File: config.mk
export PLATFORM = sky130hd
export DESIGN_NAME = gyro_angle_integrator_top_flat
export DESIGN_NICKNAME = d
export VERILOG_FILES = /design/src/rtl/gai_pkg.sv /design/src/rtl/gai_if.sv /design/src/rtl/gyro_angle_integrator_top.sv /design/src/rtl/gai_axis.sv /design/src/flat_wrapper.sv
export VERILOG_INCLUDE_DIRS = /design/src /design/src/rtl
export SDC_FILE = /design/constraint.sdc
export NUM_CORES = 2
export LEC_CHECK = 0
export ABC_AREA = 1
export BUFFER_PORTS_ARGS = -buffer_cell sky130_fd_sc_hd__buf_2
export CORE_MARGIN = 2
export CORE_UTILIZATION = 65
export CTS_CLUSTER_DIAMETER = 200
export DETAILED_ROUTE_END_ITERATION = 16
export PLACE_DENSITY_LB_ADDON = 0.3
export SLEW_MARGIN = 20
export SYNTH_ARGS = -nofsm -noshare
export SYNTH_HDL_FRONTEND = slang
export SYNTH_SLANG_ARGS = --single-unit
export TNS_END_PERCENT = 20
File: constraint.sdc
create_clock -name clock -period 28.7 [get_ports clock]
set_input_delay 5.74 -clock clock [delete_from_list [all_inputs] [get_ports clock]]
set_output_delay 5.74 -clock clock [all_outputs]
set_load 0.01 [all_outputs]
File: src/rtl/gyro_angle_integrator_top_assert.svh
// Assertion macros for the gyro angle integrator.
// Included by files that carry concurrent checks; no other dependencies.
`ifndef GYRO_ANGLE_INTEGRATOR_TOP_ASSERT_SVH
`define GYRO_ANGLE_INTEGRATOR_TOP_ASSERT_SVH

`ifndef SYNTHESIS

// same-cycle implication
`define GAI_ASSERT_IMPL(label, clk, rst, cond, prop) \
   label: assert property (@(posedge clk) disable iff (rst) (cond) |-> (prop)) \
      else $error("assertion failed: %m");

// next-cycle implication
`define GAI_ASSERT_NEXT(label, clk, rst, cond, prop) \
   label: assert property (@(posedge clk) disable iff (rst) (cond) |=> (prop)) \
      else $error("assertion failed: %m");

`else

`define GAI_ASSERT_IMPL(label, clk, rst, cond, prop)
`define GAI_ASSERT_NEXT(label, clk, rst, cond, prop)

`endif

`endif

File: src/rtl/gai_pkg.sv
// Shared widths, reset values and register indexes of the gyro angle integrator.
// No dependencies.
`default_nettype none

package gai_pkg;

   localparam int SAMPLE_BITS    = 16;
   localparam int GAIN_FRAC_BITS = 24;
   localparam int GAIN_BITS      = 16;
   localparam int DEADBAND_BITS  = 15;
   localparam int LIMIT_BITS     = 7;
   localparam int ANGLE_BITS     = 8;
   localparam int CSR_DATA_BITS  = 16;
   localparam int CSR_INDEX_BITS = 2;

   // signed product of a sample and the unsigned gain
   localparam int PROD_BITS  = SAMPLE_BITS + GAIN_BITS + 1;
   localparam int SHIFT_BITS = ANGLE_BITS + GAIN_FRAC_BITS;
   localparam int SUM_BITS   = ((PROD_BITS > SHIFT_BITS) ? PROD_BITS : SHIFT_BITS) + 1;
   localparam int WHOLE_BITS = SUM_BITS - GAIN_FRAC_BITS;

   localparam logic [DEADBAND_BITS-1:0] DEADBAND_RESET  = DEADBAND_BITS'(245);
   localparam logic [GAIN_BITS-1:0]     RATE_GAIN_RESET = GAIN_BITS'(4178);
   localparam logic [LIMIT_BITS-1:0]    LIMIT_X_RESET   = LIMIT_BITS'(90);
   localparam logic [LIMIT_BITS-1:0]    LIMIT_YZ_RESET  = LIMIT_BITS'(45);

   typedef enum logic [CSR_INDEX_BITS-1:0] {
      CSR_DEADBAND  = 2'd0,
      CSR_RATE_GAIN = 2'd1,
      CSR_LIMIT_X   = 2'd2,
      CSR_LIMIT_YZ  = 2'd3
   } csr_index_type;

endpackage

`default_nettype wire

File: src/rtl/gai_if.sv
// Valid/ready channel interfaces for rate samples and angle results.
// Depends on gai_pkg.
`default_nettype none

interface gai_req_if;
   import gai_pkg::*;

   logic                          valid;
   logic                          ready;
   logic signed [SAMPLE_BITS-1:0] sample_x;
   logic signed [SAMPLE_BITS-1:0] sample_y;
   logic signed [SAMPLE_BITS-1:0] sample_z;

   modport source (output valid, output sample_x, output sample_y, output sample_z,
                   input ready);
   modport sink   (input valid, input sample_x, input sample_y, input sample_z,
                   output ready);
endinterface

interface gai_rsp_if;
   import gai_pkg::*;

   logic                         valid;
   logic                         ready;
   logic signed [ANGLE_BITS-1:0] angle_x;
   logic signed [ANGLE_BITS-1:0] angle_y;
   logic signed [ANGLE_BITS-1:0] angle_z;

   modport source (output valid, output angle_x, output angle_y, output angle_z,
                   input ready);
   modport sink   (input valid, input angle_x, input angle_y, input angle_z,
                   output ready);
endinterface

`default_nettype wire

File: src/rtl/gyro_angle_integrator_top.sv
// Top level of the gyro angle integrator: stage register, three axis units,
// result register and configuration registers. Depends on gai_pkg, gai_if, gai_axis.
//
// Usage:
//   req_if carries one X/Y/Z rate sample triple per transaction; rsp_if returns
//   one X/Y/Z angle triple per transaction, in order. csr_we/csr_index/csr_wdata
//   write deadband, rate_gain, limit_x and limit_yz; write them only while idle.
//   Path: a sample triple taken from req_if goes into the stage register, then, once
//   the result slot is free, into the angle registers that drive rsp_if.
//   Throughput: one transaction per cycle while rsp_if does not stall, set by the
//   combinational path from the stage register through the axis multiply, add and
//   clamp into the angle registers, which also feed the next sample.
//   Reset (synchronous, active high) clears both stages and the angles and
//   loads the register defaults (245, 4178, 90, 45).
//   When rsp_if stalls, the result holds; one more transaction is taken into the
//   stage register, after which req_if.ready drops until the result drains.
`default_nettype none

`include "gyro_angle_integrator_top_assert.svh"

module gyro_angle_integrator_top (
   input  var logic                                clock,
   input  var logic                                reset,
   input  var logic                                csr_we,
   input  var gai_pkg::csr_index_type              csr_index,
   input  var logic [gai_pkg::CSR_DATA_BITS-1:0]   csr_wdata,
   gai_req_if.sink                                 req_if,
   gai_rsp_if.source                               rsp_if
);
   import gai_pkg::*;

   logic [DEADBAND_BITS-1:0] deadband_ff;
   logic [GAIN_BITS-1:0]     rate_gain_ff;
   logic [LIMIT_BITS-1:0]    limit_x_ff;
   logic [LIMIT_BITS-1:0]    limit_yz_ff;

   logic                          stage_valid_ff;
   logic                          stage_valid_in;
   logic signed [SAMPLE_BITS-1:0] sample_x_ff;
   logic signed [SAMPLE_BITS-1:0] sample_y_ff;
   logic signed [SAMPLE_BITS-1:0] sample_z_ff;

   logic                         rsp_valid_ff;
   logic                         rsp_valid_in;
   logic signed [ANGLE_BITS-1:0] acc_x_ff;
   logic signed [ANGLE_BITS-1:0] acc_y_ff;
   logic signed [ANGLE_BITS-1:0] acc_z_ff;
   logic signed [ANGLE_BITS-1:0] acc_x_in;
   logic signed [ANGLE_BITS-1:0] acc_y_in;
   logic signed [ANGLE_BITS-1:0] acc_z_in;

   logic move;
   logic take;

   logic signed [ANGLE_BITS-1:0] lim_x_s;
   logic signed [ANGLE_BITS-1:0] lim_yz_s;
   logic [3*ANGLE_BITS-1:0]      angles_all;
   logic                         x_in_range;
   logic                         y_in_range;
   logic                         z_in_range;

   // configuration registers
   always_ff @(posedge clock) begin
      if (reset) begin
         deadband_ff  <= DEADBAND_RESET;
         rate_gain_ff <= RATE_GAIN_RESET;
         limit_x_ff   <= LIMIT_X_RESET;
         limit_yz_ff  <= LIMIT_YZ_RESET;
      end else if (csr_we) begin
         case (csr_index)
            CSR_DEADBAND:  deadband_ff  <= csr_wdata[DEADBAND_BITS-1:0];
            CSR_RATE_GAIN: rate_gain_ff <= csr_wdata[GAIN_BITS-1:0];
            CSR_LIMIT_X:   limit_x_ff   <= csr_wdata[LIMIT_BITS-1:0];
            CSR_LIMIT_YZ:  limit_yz_ff  <= csr_wdata[LIMIT_BITS-1:0];
            default: begin
            end
         endcase
      end
   end

   // advance the stage into the result register when the result slot frees up
   assign move          = stage_valid_ff && (!rsp_valid_ff || rsp_if.ready);
   assign req_if.ready  = !stage_valid_ff || move;
   assign take          = req_if.valid && req_if.ready;

   always_comb begin
      stage_valid_in = take || (stage_valid_ff && !move);
      rsp_valid_in   = move || (rsp_valid_ff && !rsp_if.ready);
   end

   always_ff @(posedge clock) begin
      if (reset) begin
         stage_valid_ff <= 1'b0;
         rsp_valid_ff   <= 1'b0;
         acc_x_ff       <= '0;
         acc_y_ff       <= '0;
         acc_z_ff       <= '0;
      end else begin
         stage_valid_ff <= stage_valid_in;
         rsp_valid_ff   <= rsp_valid_in;
         if (move) begin
            acc_x_ff <= acc_x_in;
            acc_y_ff <= acc_y_in;
            acc_z_ff <= acc_z_in;
         end
      end
   end

   always_ff @(posedge clock) begin
      if (take) begin
         sample_x_ff <= req_if.sample_x;
         sample_y_ff <= req_if.sample_y;
         sample_z_ff <= req_if.sample_z;
      end
   end

   gai_axis u_axis_x (
      .acc      (acc_x_ff),
      .sample   (sample_x_ff),
      .deadband (deadband_ff),
      .gain     (rate_gain_ff),
      .limit    (limit_x_ff),
      .acc_next (acc_x_in)
   );

   gai_axis u_axis_y (
      .acc      (acc_y_ff),
      .sample   (sample_y_ff),
      .deadband (deadband_ff),
      .gain     (rate_gain_ff),
      .limit    (limit_yz_ff),
      .acc_next (acc_y_in)
   );

   gai_axis u_axis_z (
      .acc      (acc_z_ff),
      .sample   (sample_z_ff),
      .deadband (deadband_ff),
      .gain     (rate_gain_ff),
      .limit    (limit_yz_ff),
      .acc_next (acc_z_in)
   );

   // the kept angles double as the result payload
   assign rsp_if.valid   = rsp_valid_ff;
   assign rsp_if.angle_x = acc_x_ff;
   assign rsp_if.angle_y = acc_y_ff;
   assign rsp_if.angle_z = acc_z_ff;

   assign lim_x_s    = $signed({1'b0, limit_x_ff});
   assign lim_yz_s   = $signed({1'b0, limit_yz_ff});
   assign angles_all = {acc_x_ff, acc_y_ff, acc_z_ff};
   assign x_in_range = (acc_x_ff <= lim_x_s) && (acc_x_ff >= -lim_x_s);
   assign y_in_range = (acc_y_ff <= lim_yz_s) && (acc_y_ff >= -lim_yz_s);
   assign z_in_range = (acc_z_ff <= lim_yz_s) && (acc_z_ff >= -lim_yz_s);

   `GAI_ASSERT_NEXT(a_take_fills_stage, clock, reset, take, stage_valid_ff)
   `GAI_ASSERT_NEXT(a_move_fills_rsp, clock, reset, move, rsp_valid_ff)
   `GAI_ASSERT_NEXT(a_angles_hold, clock, reset, !move, $stable(angles_all))
   `GAI_ASSERT_NEXT(a_x_within_limit, clock, reset, move, x_in_range)
   `GAI_ASSERT_NEXT(a_y_within_limit, clock, reset, move, y_in_range)
   `GAI_ASSERT_NEXT(a_z_within_limit, clock, reset, move, z_in_range)

endmodule

`default_nettype wire

File: src/rtl/gai_axis.sv
// One axis of the integrator: deadband, gain multiply, accumulate, truncate, clamp.
// Depends on gai_pkg.
`default_nettype none

module gai_axis (
   input  var logic signed [gai_pkg::ANGLE_BITS-1:0]    acc,
   input  var logic signed [gai_pkg::SAMPLE_BITS-1:0]   sample,
   input  var logic        [gai_pkg::DEADBAND_BITS-1:0] deadband,
   input  var logic        [gai_pkg::GAIN_BITS-1:0]     gain,
   input  var logic        [gai_pkg::LIMIT_BITS-1:0]    limit,
   output logic signed     [gai_pkg::ANGLE_BITS-1:0]    acc_next
);
   import gai_pkg::*;

   logic        [SAMPLE_BITS-1:0] mag;
   logic signed [SAMPLE_BITS-1:0] live;
   logic signed [PROD_BITS-1:0]   prod;
   logic signed [SUM_BITS-1:0]    sum;
   logic signed [WHOLE_BITS-1:0]  whole;
   logic signed [WHOLE_BITS-1:0]  lim;
   logic signed [WHOLE_BITS-1:0]  clamped;

   always_comb begin
      // the most negative sample wraps to its true magnitude as unsigned
      mag  = sample[SAMPLE_BITS-1] ? SAMPLE_BITS'(-sample) : SAMPLE_BITS'(sample);
      live = (32'(mag) < 32'(deadband)) ? '0 : sample;
      prod = PROD_BITS'(live) * $signed({1'b0, gain});
      sum  = (SUM_BITS'(acc) <<< GAIN_FRAC_BITS) + SUM_BITS'(prod);

      // floor, then bump negative values with a fraction to truncate toward zero
      whole = $signed(sum[SUM_BITS-1:GAIN_FRAC_BITS])
            + WHOLE_BITS'(sum[SUM_BITS-1] && (|sum[GAIN_FRAC_BITS-1:0]));

      lim = $signed(WHOLE_BITS'(limit));
      if (whole > lim) begin
         clamped = lim;
      end else if (whole < -lim) begin
         clamped = -lim;
      end else begin
         clamped = whole;
      end
      acc_next = ANGLE_BITS'(clamped);
   end

endmodule

`default_nettype wire
File: src/flat_wrapper.sv
// flat-port wrapper written by rule: the top's interface ports become plain ports
module gyro_angle_integrator_top_flat import gai_pkg::*;
  (clock, reset, csr_we, csr_index, csr_wdata, req_if_valid, req_if_sample_x, req_if_sample_y, req_if_sample_z, req_if_ready, rsp_if_valid, rsp_if_angle_x, rsp_if_angle_y, rsp_if_angle_z, rsp_if_ready);
  gai_req_if req_if_i ();
  gai_rsp_if rsp_if_i ();
  input  var logic clock;
  input  var logic reset;
  input  var logic csr_we;
  input  var gai_pkg::csr_index_type csr_index;
  input  var logic [gai_pkg::CSR_DATA_BITS-1:0] csr_wdata;
  input wire logic [$bits(req_if_i.valid)-1:0] req_if_valid;
  input wire logic [$bits(req_if_i.sample_x)-1:0] req_if_sample_x;
  input wire logic [$bits(req_if_i.sample_y)-1:0] req_if_sample_y;
  input wire logic [$bits(req_if_i.sample_z)-1:0] req_if_sample_z;
  output wire logic [$bits(req_if_i.ready)-1:0] req_if_ready;
  output wire logic [$bits(rsp_if_i.valid)-1:0] rsp_if_valid;
  output wire logic [$bits(rsp_if_i.angle_x)-1:0] rsp_if_angle_x;
  output wire logic [$bits(rsp_if_i.angle_y)-1:0] rsp_if_angle_y;
  output wire logic [$bits(rsp_if_i.angle_z)-1:0] rsp_if_angle_z;
  input wire logic [$bits(rsp_if_i.ready)-1:0] rsp_if_ready;
  assign req_if_i.valid = req_if_valid;
  assign req_if_i.sample_x = req_if_sample_x;
  assign req_if_i.sample_y = req_if_sample_y;
  assign req_if_i.sample_z = req_if_sample_z;
  assign req_if_ready = req_if_i.ready;
  assign rsp_if_valid = rsp_if_i.valid;
  assign rsp_if_angle_x = rsp_if_i.angle_x;
  assign rsp_if_angle_y = rsp_if_i.angle_y;
  assign rsp_if_angle_z = rsp_if_i.angle_z;
  assign rsp_if_i.ready = rsp_if_ready;
  gyro_angle_integrator_top u_core (.clock(clock), .reset(reset), .csr_we(csr_we), .csr_index(csr_index), .csr_wdata(csr_wdata), .req_if(req_if_i), .rsp_if(rsp_if_i));
endmodule
* Word level (Yosys, flattened, before mapping)
Index checks and enable logic that the tools add are counted.
** Word-level totals
- Latch bits :: 0
- Logic and storage cells :: 73
- Memories :: 0
- Register bits :: 119
- Memory bits (read-only) :: 0
- Output and inout bits :: 26
- Bits in writable memories :: 0
** Operators by class
- Shifts and indexed selects :: 0
- Add/subtract/negate cells :: 11
- Divide/modulo/power cells :: 0
- Bitwise logic cells :: 0
- Multipliers :: 3
- Order comparisons :: 9
- Equality and inequality tests :: 3
- Reduce and logical (&&, ||, !) cells :: 23
- Multiplexer cells :: 12
** Operator list (number)
- $add A32 B33 Y34 :: 3
- $mul A16 B17 Y33 :: 3
- $mux W16 :: 6
- $reduce_or A24 Y1 :: 3
- $lt A16 B15 Y1 :: 3
- $mux W8 :: 6
- $neg A16 Y16 :: 3
- $add A10 B1 Y10 :: 3
- $gt A10 B8 Y1 :: 3
- $lt A10 B10 Y1 :: 3
- $neg A7 Y10 :: 2
- $reduce_and A2 Y1 :: 4
- $logic_and A1 B1 Y1 :: 7
- $eq A2 B2 Y1 const B :: 2
- $logic_not A1 Y1 :: 4
- $logic_or A1 B1 Y1 :: 4
- $eq A2 B1 Y1 const B :: 1
- $logic_not A2 Y1 :: 1

* Longest topological paths before layout
- Word-level depth :: 12
- Gate-level depth with buffers :: 69
- Gate-level depth less buffers :: 68

* By module
Synthesis repeated with hierarchy kept, for this count alone.
** Second synthesis, totals
- Cell total of the unflattened synthesis :: 5397
- Area total of the unflattened synthesis :: 39293.9 µm²
** By module, submodules not included
- gai_axis (u_core.u_axis_y) :: cells an instance 1634, area each 11633.7 µm², times used 1
- gai_axis (u_core.u_axis_z) :: cells an instance 1657, area each 11617.4 µm², times used 1
- gai_axis (u_core.u_axis_x) :: cells an instance 1629, area each 11563.6 µm², times used 1
- gyro_angle_integrator_top :: cells an instance 477, area each 4479.3 µm², times used 1

* Worst setup path after synthesis
No wires, ideal clock.
- Kind :: input to output
- Start :: in rsp_if_ready
- End :: out req_if_ready
- Stages :: 2
- Path slack :: 17.036 ns
- Arrival :: 5.924 ns
- Required time :: 22.960 ns
- Cells stage by stage :: inv_1 nand3_1
** Between the ends
- Longest elaborated chain between the ends :: 3
** RTL lines
- from (decl) :: line flat_wrapper.sv:20 : input wire logic [$bits(rsp_if_i.ready)-1:0] rsp_if_ready;
- $logic_or A1 B1 Y1 :: line gyro_angle_integrator_top.sv:82 : assign move = stage_valid_ff && (!rsp_valid_ff || rsp_if.ready);
- $logic_and A1 B1 Y1 :: line gyro_angle_integrator_top.sv:82
- $logic_or A1 B1 Y1 :: line gyro_angle_integrator_top.sv:83 : assign req_if.ready = !stage_valid_ff || move;
- to (decl) :: line flat_wrapper.sv:15 : output wire logic [$bits(req_if_i.ready)-1:0] req_if_ready;
No other way between the ends.

* Worst setup path after layout
- Start :: reg u_core.sample_z_ff[0]
- End :: reg u_core.acc_z_ff[3] (netlist: u_core.rsp_if.angle_z[3])
** Between the ends
- Longest elaborated chain between the ends :: 12
** RTL lines
- from (decl) :: line gyro_angle_integrator_top.sv:41 : logic signed [SAMPLE_BITS-1:0] sample_z_ff;
- from (signal assigned) :: line gyro_angle_integrator_top.sv:113 : sample_z_ff <= req_if.sample_z;
- $neg A16 Y16 :: line gai_axis.sv:25 : mag = sample[SAMPLE_BITS-1] ? SAMPLE_BITS'(-sample) : SAMPLE_BITS'(sample);
- $mux W16 :: line gai_axis.sv:25
- $lt A16 B15 Y1 :: line gai_axis.sv:26 : live = (32'(mag) < 32'(deadband)) ? '0 : sample;
- $mux W16 * :: line gai_axis.sv:26
- $mul A16 B17 Y33 * :: line gai_axis.sv:27 : prod = PROD_BITS'(live) * $signed({1'b0, gain});
- $add A32 B33 Y34 * :: line gai_axis.sv:28 : sum = (SUM_BITS'(acc) <<< GAIN_FRAC_BITS) + SUM_BITS'(prod);
- $reduce_or A24 Y1 :: line gai_axis.sv:32 : + WHOLE_BITS'(sum[SUM_BITS-1] && (|sum[GAIN_FRAC_BITS-1:0]));
- $logic_and A1 B1 Y1 :: line gai_axis.sv:32
- $add A10 B1 Y10 * :: line gai_axis.sv:32
- $lt A10 B10 Y1 :: line gai_axis.sv:37 : end else if (whole < -lim) begin
- $mux W8 :: line gai_axis.sv:37
- $mux W8 * :: line gai_axis.sv:35 : if (whole > lim) begin
- to (signal assigned) :: line gyro_angle_integrator_top.sv:104 : acc_z_ff <= acc_z_in;
- to (decl) :: line gyro_angle_integrator_top.sv:47 : logic signed [ANGLE_BITS-1:0] acc_z_ff;
Every way passes the cells marked *; elsewhere a longest branch is shown, timed or not.
A chain may end at the register's enable or synchronous reset.

==> results.txt <==
----------------------------------------------------
[Clock tree]
  Count of buffers added by post-CTS timing repair for setup ... 0
  Clock buffers created by TritonCTS ... 17
  Cell at the root of the clock tree ... clkbuf_16
  Worst-case clock buffer depth ... 2
  Clock transition at the registers of the reported paths ... 0.07 ns
  CTS resizes ... 0
  Count of clock tree sinks ... 119
  TritonCTS clock tree ... yes
  Hold buffers post-CTS ... 0
  Clock insertion delay at the later pin of the skew report ... 0.44 ns
  H-tree depth reported by CTS ... 4

[Critical path]
  Kind of start point of the critical path ... flip-flop
  CP arrival ... 12.94 ns
  Critical path class ... reg2reg
  Maximum fanout encountered on the critical timing path ... 13
  Worst EP required ... 29.02 ns
  Max stage delay cell, worst path ... nor2_1
  CP max stage delay ... 0.73 ns
  Kind of capture point of the worst setup path ... flip-flop
  Cell repeated most along the worst path ... inv_1

[Pwr]
  Portion of total power attributed to the clock network ... 6.0%
  Portion of total power attributed to combinational logic ... 88.0%
  Sw Ratio ... 59.6%
  Leakage Power ... 20.4 nW
  Reported net switching power ... 2.03 mW
  Power per unit of standard cell area ... 89.4 nW/um^2
  Internal Power ... 1.38 mW
  Maximum ir drop on the vdd rail ... 0.000166 V
  Overall power ... 3.41 mW
  Power share of the sequential group ... 6.0%

[Cells and area]
  Fraction of layout cells with a size suffix above 1 ... 5.69%
  Leading cell type in the layout, fill and taps excluded ... inv_1
  FILL cells ... 4572
  Most used cells in the layout excluding fill and tap cells ... 1150 x inv_1, 923 x nand2_1, 612 x fa_1, 559 x nor2_1, 446 x ha_1
  Post-synthesis to final-layout area growth ... 4.92%
  Final layout net count ... 5949

[STA]
  RSZ-0062 raised after global routing ... false
  Slew headroom ... 18.3%
  Final Hold Vio Count ... 0
  Tmin final ... 12.62 ns
  Final hold slack ... 0.476 ns
  Clock skew ... 0.0117 ns
  Maximum clock rate ... 79.2 MHz
  Share of the cycle needed by the critical path after routing ... 44.0%
  Post-route setup TNS ... 0 ns
  Setup-failing EPs final ... 0
  Final slew viol count ... 0
  Worst slew pin tran ... 1.22 ns

[Drt]
  Routed wire length per instance ... 19.1 um
  Drt first-iter violations ... 2800
  Count of vias placed by the detailed router ... 31800
  Drt total wl ... 107000 um
  Number of design rule violations left after detail routing ... 0
  DR pass1 iterations ... 5
  Count of nets left with antenna violations after detail routing ... 0
  Vias per inst ... 5.70

[Placed design]
  Port Buffer Count ... 96
  GP Congestion ... 1.07
  DPL Wire Length ... 85600 um

[Yosys]
  Cell types with the largest area share after synthesis ... fa_1 34%, ha_1 15%, inv_1 12%
  Post-synth ARST share ... 0%
  Post-synthesis sequential area ratio ... 7.87%
  Synth top area share ... 33.7%
  Mapped Avg Cell Area ... 7.58 um^2
  Cell type with the highest aggregate area in the netlist ... fa_1
  Synthesis warning total ... 0
  Area of the mapped netlist ... 36400 um^2
  Most frequently used flop master after synthesis ... dfxtp_1
  Number of flops mapped to enable cells by yosys ... 48
  Count of state elements after synthesis ... 119
  Net count after synthesis ... 5924
  Number of different library cells in the post-synthesis netlist ... 60
  Number of standard cells after synthesis ... 4795

[GRT]
  Vias in the first global route ... 32600
  Number of antenna violations at the first check in global routing ... 2
  Total grt overflow ... 0
  Total global routing track utilization ... 38.4%
  Largest net degree at the start of global routing ... 49
  Global-route wire length before repair ... 171000 um

[Die]
  Core ar. ... 55200 um^2
  I/O pin cnt ... 97
  Area enclosed by the die boundary ... 57900 um^2
  Row count ... 86
  Y dimension of the die ... 241 um
  Die outline width ... 241 um
  Starting utilization of the core area ... 65.9%

[Min path]
  Hold/Removal Path Class ... reg2reg

[Status]
  Result of the run ... finished, final reports clean

[Job]
  Max Cap Violations ... 0

----------------------------------------------------
power by group through the flow:
stage                     combinational, mW  clock, mW  sequential [mW]
after global routing                   3.40      0.212            0.207
after floorplan                        2.21          0            0.203
after global placement                 2.89          0            0.208
after CTS                              2.97      0.204            0.205
after detailed placement               2.94          0            0.208
final                                  3.00      0.203            0.206
worst paths after layout:
check	start	endpoint	slack, ns	cells past startpoint
worst max register to register	u_core.sample_z_ff[0]	u_core.rsp_if.angle_z[3]	16.08	57
worst max-delay path	u_core.sample_z_ff[0]	u_core.rsp_if.angle_z[3]	16.08	57
worst min-delay path	u_core.stage_valid_ff	u_core.rsp_if.valid	0.48	2
worst min register to register	u_core.stage_valid_ff	u_core.rsp_if.valid	0.48	2
stage by stage:
stage / std cells / utilization, % / cell area [um^2] / worst slack, ns
2_1_floorplan: 4795 / - / 36400 / 17.04
3_3_place_gp: 5549 / 68.1 / 37600 / 16.51
3_5_place_dp: 5549 / 68.1 / 37600 / 16.35
4_1_cts: 5581 / 69.1 / 38200 / 16.29
5_1_grt: 5582 / 69.1 / 38200 / 15.19
6_report: 5582 / 69.1 / 38200 / 16.08
critical path: cells and delay by family (launching register included):
family          cells  cell delay (ns)
xor+xnor            3             0.81
compound gates     14             2.47
flops               1             0.44
simple gates       17             2.94
buf+inv            11             1.23
fa+ha+maj          12             4.61
Yosys cell counts (3+ instances only):
library cell	instances
nand3_1	105
o21bai_1	8
edfxtp_1	48
o2111ai_1	3
nand4_1	33
buf_4	5
or2_2	9
nand2_1	923
o21ai_1	6
inv_1	1152
nor3_1	34
xor2_1	79
nand2_2	19
a21oi_2	3
nand3_2	9
o211ai_1	29
nand3b_1	4
a21boi_0	3
ha_1	446
o21ai_0	132
clkbuf_1	125
dfxtp_1	71
nor3_2	3
a21oi_1	197
nor2_2	19
buf_2	6
a21o_1	8
nand2_4	5
fa_1	612
o21a_1	5
a31oi_1	17
clkinv_1	16
nor2_4	12
nor2_1	560
nor4_1	19
o21ai_2	4
xnor2_1	31
a211oi_1	3
inv_2	4
registers in the layout, indices dropped and copies added (netlist names), 7 cells and up:
name and count:
u_core.limit_yz_ff 7, u_core.sample_x_ff 16, u_core.rate_gain_ff 16, u_core.sample_y_ff 16, u_core.sample_z_ff 16, u_core.rsp_if.angle_y 8, u_core.limit_x_ff 7, u_core.rsp_if.angle_z 8
u_core.deadband_ff 15, u_core.rsp_if.angle_x 8
kinds of logic (layout without fill, tap and decap cells):
| group | count (synthesis) | count (layout) | synth area share [%] |
|---|---|---|---|
| and+or+nand+nor | 1760 | 1760 | 20.0 |
| buffers and inverters | 1312 | 1350 | 13.7 |
| adders and majority gates | 1058 | 1058 | 49.0 |
| AOI/OAI and AO/OA | 434 | 434 | 6.73 |
| DFF | 119 | 119 | 7.87 |
| xor gates and xnor gates | 112 | 112 | 2.74 |
| other | 0 | 1 | 0 |
layer usage:
metal  GRT usage (%)  share of wire [%]  vias to the layer above
met1            46.3                 35                    15000
met5               0              0.010                        -
met2            62.8                 46                     1803
li1                -                  -                    14500
met4            25.7                8.4                        2
met3            7.59                 11                      538
final cells by class:
class	count	area (um^2)	share of cell area [%]
multi-input cells	3364	28500	74.8
inverters	1172	4400	11.5
flip-flops and latches	119	2860	7.50
well taps	748	936	2.45
repair buffers	146	856	2.24
clock buffers	17	425	1.11
clock inverters	15	133	0.348
diodes	1	2.50	0.00656
(Power assumes the default switching activity.)
